===== config.mk =====
export PLATFORM = sky130hd
export DESIGN_NAME = first_substring_match_core
export DESIGN_NICKNAME = d
export VERILOG_FILES = /design/src/rtl/fsubm_pkg.sv /design/src/rtl/fsubm_cell.sv /design/src/rtl/first_substring_match_core.sv
export SDC_FILE = /design/constraint.sdc
export NUM_CORES = 1
export LEC_CHECK = 0
export ABC_CLOCK_PERIOD_IN_PS = 5900
export CAP_MARGIN = 30
export CORE_MARGIN = 1.5
export CORE_UTILIZATION = 60
export CTS_BUF_LIST = sky130_fd_sc_hd__clkbuf_16
export DETAILED_ROUTE_END_ITERATION = 12
export DONT_BUFFER_PORTS = 1
export PLACE_DENSITY = 0.76
export SYNTH_ARGS = -nofsm -noshare
export SYNTH_HDL_FRONTEND = slang
export SYNTH_HIERARCHICAL = 1
export SYNTH_SLANG_ARGS = --single-unit

===== constraint.sdc =====
create_clock -name aclk -period 5.9 [get_ports aclk]
set_clock_uncertainty 0.1 [all_clocks]
set_input_delay 0.885 -clock aclk [delete_from_list [all_inputs] [get_ports aclk]]
set_output_delay 0.885 -clock aclk [all_outputs]
set_load 0.03 [all_outputs]

===== src/rtl/fsubm_pkg.sv =====
// shared types and constants for the first substring match core
package fsubm_pkg;

    localparam int PAT_CHARS   = 16;   // characters held by the pattern registers
    localparam int LEN_W       = 5;
    localparam int CFG_INDEX_W = 2;
    localparam int CFG_DATA_W  = 64;
    localparam int POS_W       = 17;   // signed match position
    localparam int POS_CAP_W   = 16;   // position limit never exceeds 65535
    localparam int M_TDATA_W   = 24;

    localparam logic [CFG_INDEX_W-1:0] REG_PATTERN_LENGTH = 2'd0;
    localparam logic [CFG_INDEX_W-1:0] REG_PATTERN_LOW    = 2'd1;
    localparam logic [CFG_INDEX_W-1:0] REG_PATTERN_HIGH   = 2'd2;

    localparam logic [POS_W-1:0] NO_MATCH = {POS_W{1'b1}};

    // control handed from the sequencer to every cell
    typedef struct packed {
        logic shift;   // take the new prefix bit
        logic clear;   // text finished, drop all prefix bits
    } cell_ctrl_t;

endpackage


===== src/rtl/fsubm_cell.sv =====
// one comparator cell of the prefix-match chain
module fsubm_cell (
    input  logic                aclk,
    input  logic                aresetn,
    input  fsubm_pkg::cell_ctrl_t ctrl,
    input  logic                active,      // cell lies inside the pattern length
    input  logic [7:0]          pat_char,
    input  logic [7:0]          text_byte,
    input  logic                prev_bit,    // neighbor's prefix bit, 1 for the first cell
    output logic                bit_next,
    output logic                bit_reg
);

    assign bit_next = active && prev_bit && (text_byte == pat_char);

    always_ff @(posedge aclk) begin
        if (!aresetn) begin
            bit_reg <= 1'b0;
        end else if (ctrl.clear) begin
            bit_reg <= 1'b0;
        end else if (ctrl.shift) begin
            bit_reg <= bit_next;
        end
    end

endmodule


===== src/rtl/first_substring_match_core.sv =====
// Top level of the first substring match core. One text byte is taken per request on the
// s_ side, one request per clock while s_tready is high; s_tlast ends a text and s_tuser low
// marks an item with no character (a text of only such items is empty). A row of comparator
// cells (MAX_PATTERN of them, at most 16) holds the prefix-match bits, each cell passing its
// bit to the next on each accepted character until the result is given, so a match is known
// in the cycle its last byte is accepted and sits in the output register on the next clock.
// Each text gives one result on m_tdata: the zero-based start of the first occurrence, or -1
// if it ends without one; an empty pattern gives 0 on the first item. Positions count up to
// 2^POSITION_BITS - 1 (at most 65535), then stick and set m_tuser. The output register frees
// s_tready once m_tready takes the result. The user must write the pattern registers through
// cfg_we/cfg_index/cfg_wdata only while no text is in flight; the core does not enforce it.
module first_substring_match_core #(
    parameter int MAX_PATTERN   = 16,
    parameter int POSITION_BITS = 16
) (
    input  logic                                 aclk,
    input  logic                                 aresetn,
    input  logic                                 cfg_we,
    input  logic [fsubm_pkg::CFG_INDEX_W-1:0]    cfg_index,
    input  logic [fsubm_pkg::CFG_DATA_W-1:0]     cfg_wdata,
    input  logic                                 s_tvalid,
    output logic                                 s_tready,
    input  logic [7:0]                           s_tdata,   // [7:0] text_byte
    input  logic                                 s_tuser,   // [0] has_char
    input  logic                                 s_tlast,
    output logic                                 m_tvalid,
    input  logic                                 m_tready,
    output logic [fsubm_pkg::M_TDATA_W-1:0]      m_tdata,   // [16:0] match_position
    output logic                                 m_tuser    // [0] position_saturated
);

    localparam int NCELL = (MAX_PATTERN < fsubm_pkg::PAT_CHARS) ? MAX_PATTERN
                                                               : fsubm_pkg::PAT_CHARS;
    localparam int CNT_W = (POSITION_BITS < fsubm_pkg::POS_CAP_W) ? POSITION_BITS
                                                                 : fsubm_pkg::POS_CAP_W;
    localparam int LW    = fsubm_pkg::LEN_W;
    localparam int PW    = fsubm_pkg::POS_W;

    logic [LW-1:0]     pat_len_reg;
    logic [63:0]       pat_low_reg;
    logic [63:0]       pat_high_reg;

    logic [CNT_W-1:0]  pos_reg,  pos_next;
    logic              started_reg, started_next;
    logic              given_reg,   given_next;
    logic              ovf_reg,     ovf_next;

    logic              m_valid_reg;
    logic [PW-1:0]     m_pos_reg;
    logic              m_sat_reg;

    logic [LW-1:0]     m_eff;
    logic              acc;
    fsubm_pkg::cell_ctrl_t ctrl;
    logic [NCELL-1:0]  bits_reg;
    logic [NCELL-1:0]  bits_next;
    logic [NCELL-1:0]  last_sel;
    logic              hit;
    logic              emit;
    logic [PW-1:0]     emit_pos;
    logic              emit_sat;

    // configuration
    always_ff @(posedge aclk) begin
        if (!aresetn) begin
            pat_len_reg  <= '0;
            pat_low_reg  <= '0;
            pat_high_reg <= '0;
        end else if (cfg_we) begin
            unique case (cfg_index)
                fsubm_pkg::REG_PATTERN_LENGTH: pat_len_reg  <= cfg_wdata[LW-1:0];
                fsubm_pkg::REG_PATTERN_LOW:    pat_low_reg  <= cfg_wdata;
                fsubm_pkg::REG_PATTERN_HIGH:   pat_high_reg <= cfg_wdata;
                default: ;
            endcase
        end
    end

    assign m_eff    = (pat_len_reg > LW'(NCELL)) ? LW'(NCELL) : pat_len_reg;
    assign s_tready = !m_valid_reg || m_tready;
    assign acc      = s_tvalid && s_tready;

    assign ctrl.shift = acc && !given_reg && (m_eff != '0) && s_tuser;
    assign ctrl.clear = acc && s_tlast;

    // cell row
    for (genvar j = 0; j < NCELL; j++) begin : g_cell
        logic [7:0] pat_char;
        logic       prev_bit;

        if (j < 8) begin : g_lo
            assign pat_char = pat_low_reg[8*j +: 8];
        end else begin : g_hi
            assign pat_char = pat_high_reg[8*(j-8) +: 8];
        end

        if (j == 0) begin : g_first
            assign prev_bit = 1'b1;
        end else begin : g_rest
            assign prev_bit = bits_reg[j-1];
        end

        assign last_sel[j] = (m_eff == LW'(j + 1));

        fsubm_cell u_cell (
            .aclk      (aclk),
            .aresetn   (aresetn),
            .ctrl      (ctrl),
            .active    (LW'(j) < m_eff),
            .pat_char  (pat_char),
            .text_byte (s_tdata),
            .prev_bit  (prev_bit),
            .bit_next  (bits_next[j]),
            .bit_reg   (bits_reg[j])
        );
    end

    assign hit = |(bits_next & last_sel);

    // per-text sequencing and result selection
    always_comb begin
        logic [PW-1:0] idx;
        logic [PW-1:0] back;
        idx          = PW'(pos_reg);
        back         = PW'(m_eff) - PW'(1);
        pos_next     = pos_reg;
        started_next = 1'b1;
        given_next   = given_reg;
        ovf_next     = ovf_reg;
        emit         = 1'b0;
        emit_pos     = '0;
        if (!given_reg) begin
            if (m_eff == '0) begin
                if (!started_reg) begin
                    emit       = 1'b1;
                    given_next = 1'b1;
                end
            end else if (s_tuser) begin
                if (pos_reg == {CNT_W{1'b1}}) begin
                    ovf_next = 1'b1;
                end else begin
                    pos_next = pos_reg + CNT_W'(1);
                end
                if (hit) begin
                    emit       = 1'b1;
                    given_next = 1'b1;
                    emit_pos   = (idx >= back) ? (idx - back) : '0;
                end
            end
            if (s_tlast && !given_next) begin
                emit     = 1'b1;
                emit_pos = fsubm_pkg::NO_MATCH;
            end
        end
        emit_sat = ovf_next;
    end

    always_ff @(posedge aclk) begin
        if (!aresetn) begin
            pos_reg     <= '0;
            started_reg <= 1'b0;
            given_reg   <= 1'b0;
            ovf_reg     <= 1'b0;
        end else if (acc) begin
            if (s_tlast) begin
                pos_reg     <= '0;
                started_reg <= 1'b0;
                given_reg   <= 1'b0;
                ovf_reg     <= 1'b0;
            end else begin
                pos_reg     <= pos_next;
                started_reg <= started_next;
                given_reg   <= given_next;
                ovf_reg     <= ovf_next;
            end
        end
    end

    // output register
    always_ff @(posedge aclk) begin
        if (!aresetn) begin
            m_valid_reg <= 1'b0;
        end else if (acc && emit) begin
            m_valid_reg <= 1'b1;
        end else if (m_tready) begin
            m_valid_reg <= 1'b0;
        end
    end

    always_ff @(posedge aclk) begin
        if (acc && emit) begin
            m_pos_reg <= emit_pos;
            m_sat_reg <= emit_sat;
        end
    end

    assign m_tvalid = m_valid_reg;
    assign m_tdata  = {{(fsubm_pkg::M_TDATA_W - PW){1'b0}}, m_pos_reg};
    assign m_tuser  = m_sat_reg;

`ifndef SYNTHESIS
    a_given_needs_start: assert property (@(posedge aclk) disable iff (!aresetn)
        given_reg |-> started_reg)
        else $error("result marked given before any item of the text");

    a_last_clears: assert property (@(posedge aclk) disable iff (!aresetn)
        acc && s_tlast |=> !started_reg && !given_reg && !ovf_reg && (pos_reg == '0)
                           && (bits_reg == '0))
        else $error("text state not cleared after end of text");

    a_ovf_at_limit: assert property (@(posedge aclk) disable iff (!aresetn)
        ovf_reg |-> (pos_reg == {CNT_W{1'b1}}))
        else $error("overflow flag set below the position limit");

    a_emit_loads: assert property (@(posedge aclk) disable iff (!aresetn)
        acc && emit |=> m_valid_reg)
        else $error("result lost on accept");

    a_no_shift_after_result: assert property (@(posedge aclk) disable iff (!aresetn)
        given_reg && !ctrl.clear |=> $stable(bits_reg))
        else $error("prefix bits moved after the result was given");
`endif

endmodule


=== Word-level counts from Yosys, hierarchy flattened ===
Index checks and enable logic that the tools add are counted.
Widths: inputs -> output; s select.

* Div/mod/pow operators: 0
* Reductions and logical operators: 53
* Bitwise logic cells: 2
* Add/sub/neg operators: 3
* Equality and inequality tests: 38
* Mux-type cells: 28
* $mul: 0
* $lt $le $gt $ge: 18
* Shifts and indexed selects: 0

{| class="wikitable"
|+ Operator list
! kind !! count
|-
| $eq 8x8->1 || 16
|-
| $mux 17 || 5
|-
| $mux 16 || 5
|-
| $eq 5x4->1 const B || 8
|-
| $lt 4x5->1 const A || 8
|-
| $logic_and 1x1->1 || 38
|-
| $eq 5x3->1 const B || 4
|-
| $lt 3x5->1 const A || 4
|-
| $ge 16x17->1 || 1
|-
| $mux 1 || 17
|-
| $sub 16x17->17 || 1
|-
| $add 16x1->16 const B || 1
|-
| $and 16x16->16 || 1
|-
| $eq 16x16->1 const B || 1
|-
| $reduce_or 16->1 || 1
|-
| $eq 5x2->1 const B || 2
|-
| $lt 1x5->1 const A || 2
|-
| $lt 2x5->1 const A || 2
|-
| $ne 2x2->1 const B || 3
|-
| $reduce_and 2->1 || 3
|-
| $sub 5x1->6 const B || 1
|-
| $eq 5x1->1 const B || 1
|-
| $eq 5x5->1 const B || 1
|-
| $gt 5x5->1 const B || 1
|-
| other kinds (12) || 15
|}

* Memories kept: 0
* Bits in writable memories: 0
* Register bits: 186
* Output and inout port bits: 27
* Latch bits: 0
* ROM bits: 0
* Input port bits: 81

=== Longest topological paths before layout ===
* Depth in word-level cells: 17
* Gate-level depth with buffers: 16

=== Cells and area by module ===
Netlist, hierarchy kept.

{| class="wikitable"
|+ By module, submodules not included
! module !! instances !! cells each !! area an instance (sq um)
|-
| first_substring_match_core || 1 || 930 || 7676.1
|-
| fsubm_cell || 16 || 16 || 146.4
|}

=== Worst setup path before layout ===
Ideal clock, no wire load.

* Path type: reg-to-reg
* Start point: register pat_len_reg[1]
* End point: register m_pos_reg[0], enable pin
* Path buffers: 1
* Arrival: 3.932 ns
* Path slack: 1.452 ns
* Cell stages (with the launch flop): 15
* Library setup time: 0.416 ns
* Cell sequence: dfxtp_1 > clkbuf_1 > inv_1 > nor2_1 > inv_1 > ha_1 > o21ai_0 > nand2_1 > nor4_2 > or3b_2 > a21oi_1 > a2111oi_2 > o211ai_1 > nor2_1 > nor3_1

* Word-level cells in the longest chain between the ends: 16
* Elaborated cells between the ends (all ways): 77
* Those cells by class: 17 x order compare; 16 x eq/ne; 7 x mux; 1 x bitwise; 36 x reduce/logical

{| class="wikitable"
|+ RTL lines
! item !! line !! text
|-
| from (decl) || first_substring_match_core.sv:39 || <nowiki>logic [LW-1:0] pat_len_reg;</nowiki>
|-
| from (signal assigned) || first_substring_match_core.sv:71 || <nowiki>fsubm_pkg::REG_PATTERN_LENGTH: pat_len_reg <= cfg_wdata[LW-1:0];</nowiki>
|-
| $gt 5x5->1 || first_substring_match_core.sv:79 || <nowiki>assign m_eff = (pat_len_reg > LW'(NCELL)) ? LW'(NCELL) : pat_len_reg;</nowiki>
|-
| $mux 5 (*) || first_substring_match_core.sv:79 ||
|-
| $lt 1x5->1 (*) || first_substring_match_core.sv:109 || <nowiki>.active (LW'(j) < m_eff),</nowiki>
|-
| $logic_and 1x1->1 (*) (2 in a row) || fsubm_cell.sv:14 || <nowiki>assign bit_next = active && prev_bit && (text_byte == pat_char);</nowiki>
|-
| net bits_next[1] || first_substring_match_core.sv:56 || <nowiki>logic [NCELL-1:0] bits_next;</nowiki>
|-
| $and 16x16->16 (*) || first_substring_match_core.sv:118 || <nowiki>assign hit = |(bits_next & last_sel);</nowiki>
|-
| $reduce_or 16->1 (*) || first_substring_match_core.sv:118 ||
|-
| $mux 1 (*) || first_substring_match_core.sv:144 || <nowiki>if (hit) begin</nowiki>
|-
| $mux 1 (*) || first_substring_match_core.sv:138 || <nowiki>end else if (s_tuser) begin</nowiki>
|-
| $mux 1 (*) || first_substring_match_core.sv:133 || <nowiki>if (m_eff == '0) begin</nowiki>
|-
| $mux 1 || first_substring_match_core.sv:132 || <nowiki>if (!given_reg) begin</nowiki>
|-
| $logic_not 1->1 || first_substring_match_core.sv:150 || <nowiki>if (s_tlast && !given_next) begin</nowiki>
|-
| $logic_and 1x1->1 || first_substring_match_core.sv:150 ||
|-
| $mux 1 (*) || first_substring_match_core.sv:150 ||
|-
| $mux 1 (*) || first_substring_match_core.sv:132 ||
|-
| $logic_and 1x1->1 (*) || first_substring_match_core.sv:191 || <nowiki>if (acc && emit) begin</nowiki>
|-
| to (signal assigned) || first_substring_match_core.sv:192 || <nowiki>m_pos_reg <= emit_pos;</nowiki>
|-
| to (decl) || first_substring_match_core.sv:49 || <nowiki>logic [PW-1:0] m_pos_reg;</nowiki>
|}

The timed path passes the listed nets; every way through them passes the cells marked *. The select of a mux whose other input is x is not followed.
A chain may end at the register's enable or synchronous reset.

=== Worst setup path after layout ===
* Start point: register pat_len_reg[4]
* End point: register m_pos_reg[16], data pin

* Word-level cells in the longest chain between the ends: 14
* Elaborated cells between the ends (all ways): 82
* Those cells by class: 2 x add/sub; 18 x order compare; 16 x eq/ne; 10 x mux; 1 x bitwise; 35 x reduce/logical

{| class="wikitable"
|+ RTL lines
! item !! line
|-
| $gt 5x5->1 || first_substring_match_core.sv:79
|-
| $mux 5 (*) || first_substring_match_core.sv:79
|-
| $lt 1x5->1 (*) || first_substring_match_core.sv:109
|-
| $logic_and 1x1->1 (*) (2 in a row) || fsubm_cell.sv:14
|-
| net bits_next[1] || first_substring_match_core.sv:56
|-
| $and 16x16->16 (*) || first_substring_match_core.sv:118
|-
| $reduce_or 16->1 (*) || first_substring_match_core.sv:118
|-
| $mux 1 || first_substring_match_core.sv:144
|-
| $mux 1 || first_substring_match_core.sv:138
|-
| $mux 1 || first_substring_match_core.sv:133
|-
| $mux 1 || first_substring_match_core.sv:132
|-
| $logic_not 1->1 || first_substring_match_core.sv:150
|-
| $logic_and 1x1->1 || first_substring_match_core.sv:150
|-
| $mux 17 (*) || first_substring_match_core.sv:150
|}

Marks and branches as above.

==> out/results.txt <==
Crit. End Element: flip-flop
Diode count: 0
Part of the cycle the worst path needs: 0.7101
Final hold slack: 365.9 ps
Worst-skew pair later-pin latency: 450 ps
Reg2reg end: m_pos_reg[16]$_SDFFCE_PP0P_
Fmax: 238.7 MHz
Hold Path End: pat_low_reg[27]$_SDFFE_PN0P_
Global route overflow: 0
I/O Buffers: 0
Vias in the first global route: 7700
Die area: 17410 sq um
Cells after Synth: 1182
Static leakage: 3.731 nW
P_sw: 757.6 uW
Max layer used: met4
Post-DRT Antenna Nets: 0
Worst slew pin tran: 929.9 ps
Sw Ratio: 0.2670
Worst setup SP type: flip-flop
RSZ-0062 raised after global routing: no
Crit path time final: 4190 ps
Worst EP required: 5940 ps
Global-route wire length before repair: 38.91 mm
Core Area: 16060 sq um
Worst rel slew slack: 0.3801
Int Pwr: 2.080 mW
Worst hold-check path type: reg2reg
Nets: 1256
Power share of the sequential group: 0.488
Cell Rows: 46
Critical path type: reg2reg
Ys Warns: 6
Mapped Area: 9975 sq um
R2r setup slk: 1710 ps
Pre-antenna DRT Iters: 5
Pre-CTS WS: 1723 ps
Setup repair bufs after CTS: 0
Max Slew Vio Count: 0
Layout cells sized above 1: 0.08606
Clock power share: 0.407
Worst R2R Path Depth: 12
Gpl congestion: 0.8957
Final Hold Viols: 0
Pwr Density: 266.9 nW/um^2
Maximum fanout along the worst path: 22
# hold bufs at CTS: 0
Root buffer cell: clkbuf_16
Initial core utilization: 0.6212
PostCTS Resize Cnt: 0
Via density: 5.795
Pin count of the biggest net entering global routing: 90
Layout area overhead: 6.598%
Filler cells: 1338
Hold path startpoint: pat_low_reg[27]$_SDFFE_PN0P_
HPWL Detailed: 15.59 mm
Max VDD drop: 243.8 uV
Worst r2r src: pat_len_reg[4]$_SDFFE_PN0P_
Status: finished clean
CTS sink cnt: 186
Io pins: 108
Height of the die: 131.9 um
CTS clk-pin slew, worst paths: 70 ps
Met2 wire length: 11.43 mm
CTS tree: yes
Wirelength per Cell: 17.10 um
# H-tree levels: 4
Routed via count: 7986
MaxCap Viol Count: 0
Chip width: 131.9 um
Initial antenna violation count: 0
DR WL met3: 1.323 mm
DRC violations left: 0
Gate power share: 0.105
Worst setup slack after layout: 1710 ps
Gr usage total: 0.2754
Setup violations, final: 0
Critical path data arrival time: 4230 ps
CTS Buffer Depth: 2
Worst Hold Path Cells: 2
Met1 Routed Length: 10.40 mm
Final wirelength: 23.57 mm
Detailed Route Iter0 Violations: 625
Setup tns final: 0 ps
Synthesized area per cell: 8.439 sq um
CTS Buf Count: 17
-- metal layers --
metal  track usage  up-vias
met2        0.4671      208
met3       0.06267       34
met5             0        -
li1              -     3988
met4       0.08457        0
met1        0.3490     3756
-- area by class of cell --
type,instances,area [sq um],area share
well taps,216,270.3,0.02542
inverters,32,122.6,0.01153
clock inverters,15,165.2,0.01553
flip-flops and latches,186,3904,0.3671
clock buffers,17,425.4,0.04001
multi-input cells,903,5663,0.5326
repair buffers,9,82.58,0.007767
-- critical path, cell delays in order, from the launching register on --
cell and delay, ps:
dfxtp_1 730, nand2b_1 350, inv_1 100, ha_1 200
o21ai_0 180, nand2_1 100, nor4_2 240, or3b_2 470
a21oi_1 190, a2111oi_2 90, o211ai_1 240, or3b_1 690
o21ai_0 200
-- worst max-delay path by stage --
stage / start / end / cells after the start
after floorplan: pat_len_reg[1]$_SDFFE_PN0P_ / m_pos_reg[0]$_SDFFCE_PP0P_ / 14
after detailed placement: pat_len_reg[4]$_SDFFE_PN0P_ / m_pos_reg[5]$_SDFFCE_PP0P_ / 12
final: pat_len_reg[4]$_SDFFE_PN0P_ / m_pos_reg[16]$_SDFFCE_PP0P_ / 12
after global placement: pat_len_reg[4]$_SDFFE_PN0P_ / m_pos_reg[5]$_SDFFCE_PP0P_ / 12
after CTS: pat_len_reg[4]$_SDFFE_PN0P_ / m_pos_reg[5]$_SDFFCE_PP0P_ / 12
after global routing: pat_len_reg[4]$_SDFFE_PN0P_ / m_pos_reg[5]$_SDFFCE_PP0P_ / 12
-- cell usage in the layout (no fill, tap or decap), types with 11 or more instances in the layout --
cell,n
nand2_1,298
dfxtp_1,168
a21oi_1,145
xnor2_1,122
inv_1,32
nor2_1,28
xor2_1,28
ha_1,25
o21ai_0,21
nand4_1,19
clkbuf_16,18
edfxtp_1,18
a41o_1,16
nand3_2,16
nor4_2,16
nor4bb_1,15
o21ai_2,11
-- power by group through the flow --
stage / Combinational, mW / Sequential (mW) / Clock [mW]
final: 0.299 / 1.38 / 1.16
after global routing: 0.331 / 1.39 / 1.21
after CTS: 0.297 / 1.38 / 1.17
after detailed placement: 0.296 / 1.41 / 0
after global placement: 0.290 / 1.41 / 0
after floorplan: 0.256 / 1.40 / 0
-- stage by stage --
step	cell area, sq um	instances	total power, mW	utilization
final	10630	1378	2.838	0.6621
after global routing	10630	1378	2.935	0.6621
after CTS	10610	1377	2.852	0.6606
after detailed placement	10020	1345	1.709	0.6238
after global placement	10010	1344	1.702	0.6235
after floorplan	9997	1188	1.660	-
Power figures use the tool's default switching activity.
